<file path="src/rtl/lcg48_random_generator_top_assert.svh">
// Assertion macros shared by the generator RTL.
// Each macro expects signals named clk and rst_n in the scope where it is used.
`ifndef LCG48_RANDOM_GENERATOR_TOP_ASSERT_SVH
`define LCG48_RANDOM_GENERATOR_TOP_ASSERT_SVH

// Same-cycle implication, checked out of reset.
`define LCG_ASSERT_NOW(lbl, ante, cons, msg) \
  lbl: assert property (@(posedge clk) disable iff (!rst_n) (ante) |-> (cons)) \
    else $error(msg);

// Next-cycle implication, checked out of reset.
`define LCG_ASSERT_NEXT(lbl, ante, cons, msg) \
  lbl: assert property (@(posedge clk) disable iff (!rst_n) (ante) |=> (cons)) \
    else $error(msg);

`endif

</file>
<file path="src/rtl/lcg48_pkg.sv">
package lcg48_pkg;

  typedef logic [2:0] kind_t;

  // Request kinds.
  localparam kind_t KindTopBits = 3'd0;
  localparam kind_t KindBounded = 3'd1;
  localparam kind_t KindRange   = 3'd2;
  localparam kind_t KindLong    = 3'd3;
  localparam kind_t KindDouble  = 3'd4;

  // Recurrence constants: state = state * LcgMult + LcgAdd (mod 2^48).
  localparam logic [34:0] LcgMult     = 35'h5_DEEC_E66D;
  localparam logic [47:0] LcgMult48   = 48'h0005_DEEC_E66D;
  localparam logic [47:0] LcgAdd      = 48'h0000_0000_000B;
  localparam logic [5:0]  MultLastBit = 6'd34;
  localparam logic [5:0]  MaxTopBits  = 6'd32;
  localparam logic [5:0]  StateBits   = 6'd48;
  localparam logic [4:0]  DivLastBit  = 5'd30;

endpackage

</file>
<file path="src/rtl/lcg48_if.sv">
interface lcg48_req_if;
  logic                 valid;
  logic                 ready;
  lcg48_pkg::kind_t     kind;
  logic        [5:0]    bit_count;
  logic signed [31:0]   bound;
  logic signed [31:0]   range_low;
  logic signed [31:0]   range_high;

  modport source (output valid, kind, bit_count, bound, range_low, range_high,
                  input ready);
  modport sink   (input valid, kind, bit_count, bound, range_low, range_high,
                  output ready);
endinterface

interface lcg48_res_if;
  logic                 valid;
  logic                 ready;
  logic signed [63:0]   value;
  logic                 bad_request;

  modport source (output valid, value, bad_request, input ready);
  modport sink   (input valid, value, bad_request, output ready);
endinterface

</file>
<file path="src/rtl/lcg48_random_generator_top.sv">
// 48-bit linear congruential random generator (java.util.Random recurrence).
// Requests arrive as transactions on in_req (valid/ready) and each one yields
// exactly one result transaction on out_res: value (64-bit, sign extended)
// and bad_request. Kinds: top bits, bounded int, inclusive range, long and
// the 53-bit double fraction numerator.
// cfg_we with cfg_wdata reloads the state with seed XOR 0x5DEECE66D; write it
// only while no request is in flight.
// Every state advance runs through one bit-serial shift-and-add multiplier
// that takes one multiplier bit per cycle. A top-bits request takes one draw,
// a long or double request two. A power-of-two bound adds a serial right
// shift; any other bound adds a restoring divider and a rejection check,
// and each rejected draw repeats draw and divide. Rejected requests (bad
// bound, overflowing span, unused kind) and empty ranges skip the draw and
// go straight to the output step, state untouched.
// One request is worked on at a time. The result register lets a new request
// be accepted while the previous result still waits on a stalled receiver;
// a finished result then waits internally until the output register frees.
// Reset (rst_n low, synchronous) empties the block and loads the state as if
// a seed of zero had been written.
`include "lcg48_random_generator_top_assert.svh"

module lcg48_random_generator_top (
  input  logic              clk,
  input  logic              rst_n,
  lcg48_req_if.sink         in_req,
  lcg48_res_if.source       out_res,
  input  logic              cfg_we,
  input  logic [47:0]       cfg_wdata
);

  // Sequencer codes.
  localparam logic [2:0] ST_IDLE = 3'd0;
  localparam logic [2:0] ST_MUL  = 3'd1;
  localparam logic [2:0] ST_POST = 3'd2;
  localparam logic [2:0] ST_DIV  = 3'd3;
  localparam logic [2:0] ST_CHK  = 3'd4;
  localparam logic [2:0] ST_PSH  = 3'd5;
  localparam logic [2:0] ST_OUT  = 3'd6;

  logic [2:0]  st_r, st_nxt;
  logic [47:0] lcg_r, lcg_nxt;
  logic [47:0] acc_r, acc_nxt;
  logic [47:0] mcand_r, mcand_nxt;
  logic [5:0]  bit_cnt_r, bit_cnt_nxt;
  lcg48_pkg::kind_t kind_r, kind_nxt;
  logic [5:0]  nbits_r, nbits_nxt;
  logic [30:0] n_r, n_nxt;
  logic [31:0] lo_r, lo_nxt;
  logic        second_r, second_nxt;
  logic [31:0] word_a_r, word_a_nxt;
  logic [30:0] rnd_r, rnd_nxt;
  logic [30:0] dvd_r, dvd_nxt;
  logic [30:0] rem_r, rem_nxt;
  logic [4:0]  div_cnt_r, div_cnt_nxt;
  logic [31:0] nsh_r, nsh_nxt;
  logic [63:0] res_r, res_nxt;
  logic        res_bad_r, res_bad_nxt;
  logic        out_valid_r, out_valid_nxt;
  logic [63:0] out_value_r, out_value_nxt;
  logic        out_bad_r, out_bad_nxt;

  // Combinational helpers.
  logic        in_fire;
  logic [47:0] acc_sum;
  logic [5:0]  top_shift;
  logic [47:0] top_word;
  logic [32:0] span;
  logic [31:0] rem_try;
  logic [32:0] rej_sum;
  logic [30:0] bnd_v;
  logic [31:0] rng_sum;
  logic [63:0] bnd_res;
  logic        n_pow2;

  assign in_req.ready      = (st_r == ST_IDLE);
  assign in_fire           = in_req.valid && in_req.ready;
  assign out_res.valid     = out_valid_r;
  assign out_res.value     = out_value_r;
  assign out_res.bad_request = out_bad_r;

  // One multiplier bit per cycle; the accumulator starts at the increment.
  assign acc_sum   = acc_r + (lcg48_pkg::LcgMult[bit_cnt_r] ? mcand_r : 48'd0);
  assign top_shift = lcg48_pkg::StateBits - nbits_r;
  assign top_word  = lcg_r >> top_shift;
  assign span      = {in_req.range_high[31], in_req.range_high}
                   - {in_req.range_low[31], in_req.range_low} + 33'd1;
  assign rem_try   = {rem_r, dvd_r[30]};
  // Rejection test: draw - remainder + bound - 1 must stay within 31 bits.
  assign rej_sum   = {2'b00, rnd_r} - {2'b00, rem_r} + {2'b00, n_r} - 33'd1;
  assign n_pow2    = ((n_r & (n_r - 31'd1)) == 31'd0);
  assign bnd_v     = (st_r == ST_PSH) ? dvd_r : rem_r;
  assign rng_sum   = {1'b0, bnd_v} + lo_r;
  assign bnd_res   = (kind_r == lcg48_pkg::KindRange) ? {{32{rng_sum[31]}}, rng_sum}
                                                      : {33'd0, bnd_v};

  always_comb begin
    st_nxt        = st_r;
    lcg_nxt       = lcg_r;
    acc_nxt       = acc_r;
    mcand_nxt     = mcand_r;
    bit_cnt_nxt   = bit_cnt_r;
    kind_nxt      = kind_r;
    nbits_nxt     = nbits_r;
    n_nxt         = n_r;
    lo_nxt        = lo_r;
    second_nxt    = second_r;
    word_a_nxt    = word_a_r;
    rnd_nxt       = rnd_r;
    dvd_nxt       = dvd_r;
    rem_nxt       = rem_r;
    div_cnt_nxt   = div_cnt_r;
    nsh_nxt       = nsh_r;
    res_nxt       = res_r;
    res_bad_nxt   = res_bad_r;
    out_valid_nxt = out_valid_r;
    out_value_nxt = out_value_r;
    out_bad_nxt   = out_bad_r;

    if (out_valid_r && out_res.ready) begin
      out_valid_nxt = 1'b0;
    end

    case (st_r)
      ST_IDLE: begin
        if (in_fire) begin
          kind_nxt    = in_req.kind;
          nbits_nxt   = (in_req.bit_count > lcg48_pkg::MaxTopBits) ?
                        lcg48_pkg::MaxTopBits : in_req.bit_count;
          lo_nxt      = in_req.range_low;
          second_nxt  = 1'b0;
          res_nxt     = 64'd0;
          res_bad_nxt = 1'b0;
          // Default: start a draw.
          acc_nxt     = lcg48_pkg::LcgAdd;
          mcand_nxt   = lcg_r;
          bit_cnt_nxt = 6'd0;
          st_nxt      = ST_MUL;
          case (in_req.kind)
            lcg48_pkg::KindTopBits,
            lcg48_pkg::KindLong,
            lcg48_pkg::KindDouble: begin
            end
            lcg48_pkg::KindBounded: begin
              n_nxt = in_req.bound[30:0];
              if (in_req.bound <= 32'sd0) begin
                res_bad_nxt = 1'b1;
                st_nxt      = ST_OUT;
              end
            end
            lcg48_pkg::KindRange: begin
              n_nxt = span[30:0];
              if (in_req.range_low >= in_req.range_high) begin
                // Empty or single-point range returns the low end.
                res_nxt = {{32{in_req.range_low[31]}}, in_req.range_low};
                st_nxt  = ST_OUT;
              end else if (span[32:31] != 2'b00) begin
                res_bad_nxt = 1'b1;
                st_nxt      = ST_OUT;
              end
            end
            default: begin
              res_bad_nxt = 1'b1;
              st_nxt      = ST_OUT;
            end
          endcase
        end
      end

      ST_MUL: begin
        acc_nxt     = acc_sum;
        mcand_nxt   = {mcand_r[46:0], 1'b0};
        bit_cnt_nxt = bit_cnt_r + 6'd1;
        if (bit_cnt_r == lcg48_pkg::MultLastBit) begin
          lcg_nxt = acc_sum;
          st_nxt  = ST_POST;
        end
      end

      ST_POST: begin
        rnd_nxt = lcg_r[47:17];
        case (kind_r)
          lcg48_pkg::KindTopBits: begin
            if (nbits_r == 6'd0) begin
              res_nxt = 64'd0;
            end else if (nbits_r == lcg48_pkg::MaxTopBits) begin
              res_nxt = {{32{top_word[31]}}, top_word[31:0]};
            end else begin
              res_nxt = {32'd0, top_word[31:0]};
            end
            st_nxt = ST_OUT;
          end
          lcg48_pkg::KindBounded,
          lcg48_pkg::KindRange: begin
            dvd_nxt = lcg_r[47:17];
            if (n_pow2) begin
              nsh_nxt = {1'b0, n_r};
              st_nxt  = ST_PSH;
            end else begin
              rem_nxt     = 31'd0;
              div_cnt_nxt = lcg48_pkg::DivLastBit;
              st_nxt      = ST_DIV;
            end
          end
          lcg48_pkg::KindLong,
          lcg48_pkg::KindDouble: begin
            if (!second_r) begin
              word_a_nxt  = (kind_r == lcg48_pkg::KindLong) ? lcg_r[47:16]
                                                           : {6'd0, lcg_r[47:22]};
              second_nxt  = 1'b1;
              acc_nxt     = lcg48_pkg::LcgAdd;
              mcand_nxt   = lcg_r;
              bit_cnt_nxt = 6'd0;
              st_nxt      = ST_MUL;
            end else begin
              if (kind_r == lcg48_pkg::KindLong) begin
                res_nxt = {word_a_r, 32'd0} + {{32{lcg_r[47]}}, lcg_r[47:16]};
              end else begin
                res_nxt = {11'd0, word_a_r[25:0], lcg_r[47:21]};
              end
              st_nxt = ST_OUT;
            end
          end
          default: begin
            res_bad_nxt = 1'b1;
            st_nxt      = ST_OUT;
          end
        endcase
      end

      ST_DIV: begin
        // Restoring division, one quotient bit per cycle.
        if (rem_try >= {1'b0, n_r}) begin
          rem_nxt = 31'(rem_try - {1'b0, n_r});
        end else begin
          rem_nxt = rem_try[30:0];
        end
        dvd_nxt     = {dvd_r[29:0], 1'b0};
        div_cnt_nxt = div_cnt_r - 5'd1;
        if (div_cnt_r == 5'd0) begin
          st_nxt = ST_CHK;
        end
      end

      ST_CHK: begin
        if (rej_sum[32:31] != 2'b00) begin
          // Draw fell in the biased tail: advance and try again.
          acc_nxt     = lcg48_pkg::LcgAdd;
          mcand_nxt   = lcg_r;
          bit_cnt_nxt = 6'd0;
          st_nxt      = ST_MUL;
        end else begin
          res_nxt = bnd_res;
          st_nxt  = ST_OUT;
        end
      end

      ST_PSH: begin
        // (draw * 2^k) >> 31 is the draw shifted right by 31 - k.
        if (nsh_r[31]) begin
          res_nxt = bnd_res;
          st_nxt  = ST_OUT;
        end else begin
          nsh_nxt = {nsh_r[30:0], 1'b0};
          dvd_nxt = {1'b0, dvd_r[30:1]};
        end
      end

      ST_OUT: begin
        if (!out_valid_r || out_res.ready) begin
          out_valid_nxt = 1'b1;
          out_value_nxt = res_bad_r ? 64'd0 : res_r;
          out_bad_nxt   = res_bad_r;
          st_nxt        = ST_IDLE;
        end
      end

      default: begin
        st_nxt = ST_IDLE;
      end
    endcase

    if (cfg_we) begin
      lcg_nxt = cfg_wdata ^ lcg48_pkg::LcgMult48;
    end
  end

  always_ff @(posedge clk) begin
    if (!rst_n) begin
      st_r        <= ST_IDLE;
      out_valid_r <= 1'b0;
      lcg_r       <= lcg48_pkg::LcgMult48;
    end else begin
      st_r        <= st_nxt;
      out_valid_r <= out_valid_nxt;
      lcg_r       <= lcg_nxt;
    end
  end

  always_ff @(posedge clk) begin
    acc_r     <= acc_nxt;
    mcand_r   <= mcand_nxt;
    bit_cnt_r <= bit_cnt_nxt;
    kind_r    <= kind_nxt;
    nbits_r   <= nbits_nxt;
    n_r       <= n_nxt;
    lo_r      <= lo_nxt;
    second_r  <= second_nxt;
    word_a_r  <= word_a_nxt;
    rnd_r     <= rnd_nxt;
    dvd_r     <= dvd_nxt;
    rem_r     <= rem_nxt;
    div_cnt_r <= div_cnt_nxt;
    nsh_r     <= nsh_nxt;
    res_r     <= res_nxt;
    res_bad_r <= res_bad_nxt;
    out_value_r <= out_value_nxt;
    out_bad_r   <= out_bad_nxt;
  end

  // The multiplier always finishes after its last bit and hands over.
  `LCG_ASSERT_NEXT(a_mul_done, (st_r == ST_MUL) && (bit_cnt_r == lcg48_pkg::MultLastBit), (st_r == ST_POST), "multiplier did not hand over after its last bit")
  // The divider runs exactly its count and then checks for rejection.
  `LCG_ASSERT_NEXT(a_div_done, (st_r == ST_DIV) && (div_cnt_r == 5'd0), (st_r == ST_CHK), "divider did not end in the rejection check")
  // A seed write loads the scrambled seed.
  `LCG_ASSERT_NEXT(a_seed_load, cfg_we, (lcg_r == ($past(cfg_wdata) ^ lcg48_pkg::LcgMult48)), "seed write did not load the scrambled state")
  // A rejected request never carries a value.
  `LCG_ASSERT_NOW(a_bad_zero, out_valid_r && out_bad_r, (out_value_r == 64'd0), "rejected request carries a nonzero value")

endmodule
</file>
<file path="src/flat_wrapper.sv">
// flat-port wrapper written by rule: the top's interface ports become plain ports
module lcg48_random_generator_top_flat 
  (clk, rst_n, cfg_we, cfg_wdata, in_req_valid, in_req_kind, in_req_bit_count, in_req_bound, in_req_range_low, in_req_range_high, in_req_ready, out_res_valid, out_res_value, out_res_bad_request, out_res_ready);
  lcg48_req_if in_req_i ();
  lcg48_res_if out_res_i ();
  input  logic clk;
  input  logic rst_n;
  input  logic cfg_we;
  input  logic [47:0] cfg_wdata;
  input wire logic [$bits(in_req_i.valid)-1:0] in_req_valid;
  input wire logic [$bits(in_req_i.kind)-1:0] in_req_kind;
  input wire logic [$bits(in_req_i.bit_count)-1:0] in_req_bit_count;
  input wire logic [$bits(in_req_i.bound)-1:0] in_req_bound;
  input wire logic [$bits(in_req_i.range_low)-1:0] in_req_range_low;
  input wire logic [$bits(in_req_i.range_high)-1:0] in_req_range_high;
  output wire logic [$bits(in_req_i.ready)-1:0] in_req_ready;
  output wire logic [$bits(out_res_i.valid)-1:0] out_res_valid;
  output wire logic [$bits(out_res_i.value)-1:0] out_res_value;
  output wire logic [$bits(out_res_i.bad_request)-1:0] out_res_bad_request;
  input wire logic [$bits(out_res_i.ready)-1:0] out_res_ready;
  assign in_req_i.valid = in_req_valid;
  assign in_req_i.kind = in_req_kind;
  assign in_req_i.bit_count = in_req_bit_count;
  assign in_req_i.bound = in_req_bound;
  assign in_req_i.range_low = in_req_range_low;
  assign in_req_i.range_high = in_req_range_high;
  assign in_req_ready = in_req_i.ready;
  assign out_res_valid = out_res_i.valid;
  assign out_res_value = out_res_i.value;
  assign out_res_bad_request = out_res_i.bad_request;
  assign out_res_i.ready = out_res_ready;
  lcg48_random_generator_top u_core (.clk(clk), .rst_n(rst_n), .in_req(in_req_i), .out_res(out_res_i), .cfg_we(cfg_we), .cfg_wdata(cfg_wdata));
endmodule
</file>
<file path="config.mk">
export PLATFORM = sky130hd
export DESIGN_NAME = lcg48_random_generator_top_flat
export DESIGN_NICKNAME = d
export VERILOG_FILES = /design/src/rtl/lcg48_pkg.sv /design/src/rtl/lcg48_if.sv /design/src/rtl/lcg48_random_generator_top.sv /design/src/flat_wrapper.sv
export VERILOG_INCLUDE_DIRS = /design/src /design/src/rtl
export SDC_FILE = /design/constraint.sdc
export NUM_CORES = 2
export LEC_CHECK = 0
export BUFFER_PORTS_ARGS = -buffer_cell sky130_fd_sc_hd__buf_2
export CORE_ASPECT_RATIO = 1.75
export CORE_UTILIZATION = 58
export CTS_BUF_LIST = sky130_fd_sc_hd__clkbuf_2
export CTS_CLUSTER_DIAMETER = 100
export DETAILED_ROUTE_END_ITERATION = 6
export MAX_ROUTING_LAYER = met4
export PLACE_DENSITY = 0.76
export RECOVER_POWER = 25
export SLEW_MARGIN = 20
export SYNTH_ARGS = -nofsm -noshare
export SYNTH_HDL_FRONTEND = slang
export SYNTH_SLANG_ARGS = --single-unit
</file>
<file path="constraint.sdc">
create_clock -name clk -period 8.45 [get_ports clk]
set_clock_uncertainty 0.05 [all_clocks]
set_input_delay 0.845 -clock clk [delete_from_list [all_inputs] [get_ports clk]]
set_output_delay 0.845 -clock clk [all_outputs]
set_load 0.02 [all_outputs]
</file>
==> results.cfg <==
[clock_network]
ctsHtreeMaxLevel = 4
cts-root-buf = clkbuf_2
clk_latency_ns = 1.43
cts.sinks = 520
cts_buffer_depth = 3
cts_tree = yes
clkTransAtPathRegs_ns = 0.12
cts_resized = 0
cts_buffers = 130

[synthesis]
synth_area_mm2 = 0.0382
synth-main-ff-cell = edfxtp_1
synth_top_family_by_area = compound AO/OA/AOI/OAI gates
yosys.area_share.simple_pct = 17.5
syn_nets = 4623
synth_edf_count = 467
ys_warn_count = 0
synthArstFlopShare_pct = 0
synth-compound-area-share_pct = 19.2
synth.top_cell.area_share_pct = 36.7
synth_fa_ha_area_share_pct = 11.3
syn_avg_cell_area_um2 = 9.25
synth_top_area_cell = edfxtp_1
muxShareOfSynthArea_pct = 3.76
netlist_instances = 4127
ys_ff_latch = 520
synth_xor_area_share_pct = 4.17
ys_seq_area_share_pct = 39.5
synthTopCellsByArea = edfxtp_1 37%, ha_1 11%, nand2_1 5.5%, a21oi_1 3.6%, o21ai_0 3.6%
yosys.cell_types.count = 90

[final_layout]
fillers = 5513
nNetsFinal = 4996
ff_latch_area_mm2 = 0.0151
syn2layout_area_growth_pct = 12.3
drive_gt1_share_pct = 11.8
multi_input_comb_area_mm2 = 0.0215

[global_route]
antenna_found_initial = 5
grt_max_degree = 78
grt_pass1_vias = 34700
grtUsageTotal_pct = 42.5
grt_pass1_wl_mm = 204
grt.overflow.total = 0

[drt]
wl_mm = 139
drc = 0
vias = 35100
ant_nets = 0
drt_pass1_iterations = 6
drt_iter0_markers = 2995
vias_per_cell = 6.47
wl_per_cell_um = 25.6

[timing]
fin_hold_ws_ns = 0.134
layout_setup_ws_ns = 0.719
period_share_pct = 91.5
setup_viol_count_final = 0
fin_setup_tns_ns = 0
max_freq_ghz = 0.129
final.min_clock_period_ns = 7.73
tightest_slew_ns = 3.35
slew_headroom_pct = -123
rsz0062_at_grt = false
finalMaxSlewViolations = 555
hold_viol_final = 0

[setup_path]
cp.arrival_ns = 8.98
end_kind = flip-flop
crit_fanout = 8
crit_path_frequent_cell = ha_1
crit_path_start_kind = flip-flop
crit_type = flip-flop to flip-flop
critPathSlowestCell = nor3_1
slowest_delay_ns = 0.55
critPathRequiredTime_ns = 9.70

[floorplan]
core_area_mm2 = 0.0652
die_x_um = 196
io_pins = 225
die_area_mm2 = 0.0669
rows = 124
die_height_um = 341
initial_core_util_pct = 58.6

[place]
pre_cts_ws_ns = 0.871
routabilityCongestion = 1.06
dpl.hpwl_mm = 104
portBuffers = 224

[status]
violations = max-capacitance violations, max-slew violations
outcome = complete, but fails checks

[pwr]
p_leak_uw = 0.0184
pwr_density_cell_mw_per_mm2 = 312
ir_drop_mv = 0.317

[worst_hold_path]
hold_path.class = input pin to flip-flop

[run]
cap_violations = 11
-- metal layers --
layer,GRT usage (%),vias to the layer above,part of all wire [%]
met5,-,-,0
met4,40.3,0,11
met3,7.50,712,7.8
met2,69.6,1922,48
met1,42.7,16500,33
li1,-,15900,-
-- logic make-up after synthesis --
kind of cell             after synthesis
multiplexers                          95
adder cells (fa/ha/maj)              341
flip-flops                           520
AO/OA/AOI/OAI                       1118
AND/OR/NAND/NOR                     1412
buffers and inverters                459
XOR/XNOR                             182
-- final cells by class --
cell class	instances	share of cell area, %
sequential	520	35.2
multi-input combinational	3148	50.1
clock inverter	45	0.797
inverter	253	2.22
timing repair buffer	447	7.11
antenna	4	0.0233
tap	819	2.39
clock buffer	185	2.16
-- through the flow --
stage / area (um2) / std cells / util (%) / total power (uW)
2_1_floorplan: 38200 / 4127 / - / 9090
3_3_place_gp: 40300 / 5042 / 61.8 / 11200
3_5_place_dp: 40300 / 5042 / 61.8 / 11300
4_1_cts: 43000 / 5417 / 66.0 / 13200
5_1_grt: 42900 / 5420 / 65.8 / 14200
6_report: 42900 / 5421 / 65.8 / 13400
-- path summary, 6_finish.rpt --
kind                                        from                       end  slack (ns)  cells past startpoint
worst min-delay path                      cfg_we           u_core.lcg_r[4]        0.13                      4
worst max register to register   u_core.rem_r[0]                 flip-flop        0.72                     32
worst min register to register  u_core.res_r[21]  u_core.out_res.value[21]        0.47                      1
worst max-delay path             u_core.rem_r[0]                 flip-flop        0.72                     32
-- synth_stat cells, types with 30 or more instances --
cell type	number
nand4_1	34
nand3b_1	31
nand2b_1	40
a31oi_1	30
nor2b_1	109
nor3_1	67
nor2_1	292
o21a_1	31
a21o_1	134
mux4_2	38
and3_1	59
dfxtp_1	53
o21ai_0	275
nand3_1	57
xnor2_1	104
clkbuf_1	184
a211oi_1	59
nand2_1	559
ha_1	331
a21oi_1	277
inv_1	251
xor2_1	78
mux2i_1	50
a221oi_1	31
and2_1	74
edfxtp_1	467
-- critical path, delay by kind of cell (launching register included) --
family                   cells  cell delay, ns
flip-flops                   1            0.42
multiplexers                 1            0.39
buffers and inverters        3            0.34
adder cells (fa/ha/maj)      5            1.30
AND/OR/NAND/NOR              9            2.00
AO/OA/AOI/OAI               14            3.15
-- registers in the layout (all words and copies together), names as in the netlist, named ones only --
| signal | cells |
|---|---|
| u_core.out_res.value | 64 |
| u_core.res_r | 64 |
| u_core.acc_r | 48 |
| u_core.lcg_r | 48 |
| u_core.mcand_r | 48 |
| u_core.lo_r | 32 |
| u_core.nsh_r | 32 |
| u_core.word_a_r | 32 |
| u_core.dvd_r | 31 |
| u_core.n_r | 31 |
| u_core.rem_r | 31 |
| u_core.rnd_r | 31 |
| u_core.bit_cnt_r | 6 |
| u_core.nbits_r | 6 |
| u_core.div_cnt_r | 5 |
| u_core.kind_r | 3 |
| u_core.st_r | 3 |
| u_core.out_res.bad_request | 1 |
| u_core.out_res.valid | 1 |
| u_core.res_bad_r | 1 |
| u_core.second_r | 1 |
-- cells in the final DEF (no fill, tap or decap), types with 38 or more instances in the layout --
cell / instances
inv_1: 249
nand3_1: 57
xor2_1: 75
nand2_1: 558
nand2b_1: 40
and3_1: 59
buf_2: 188
ha_1: 330
a21o_1: 134
a21oi_1: 276
and2_1: 68
o21ai_0: 274
clkbuf_1: 60
dlygate4sd3_1: 145
nor3_1: 67
mux2i_1: 50
mux4_2: 38
buf_4: 52
clkbuf_2: 185
a211oi_1: 59
nor2b_1: 109
xnor2_1: 101
edfxtp_1: 467
nor2_1: 288
dfxtp_1: 53
-- repair_timing --
| action | in CTS | in global routing |
|---|---|---|
| hold buffers | 145 | 0 |
| hold endpoints to repair | 176 | 0 |
| setup buffers | 0 | 0 |
-- power breakdown --
group | internal [uW] | leakage, uW | switching (uW) | total, uW
sequential | 3740 | 0.00483 | 393 | 4140
clock | 774 | 0.000937 | 1140 | 1910
combinational | 2690 | 0.0127 | 4660 | 7350
Power figures use the tool's default switching activity.
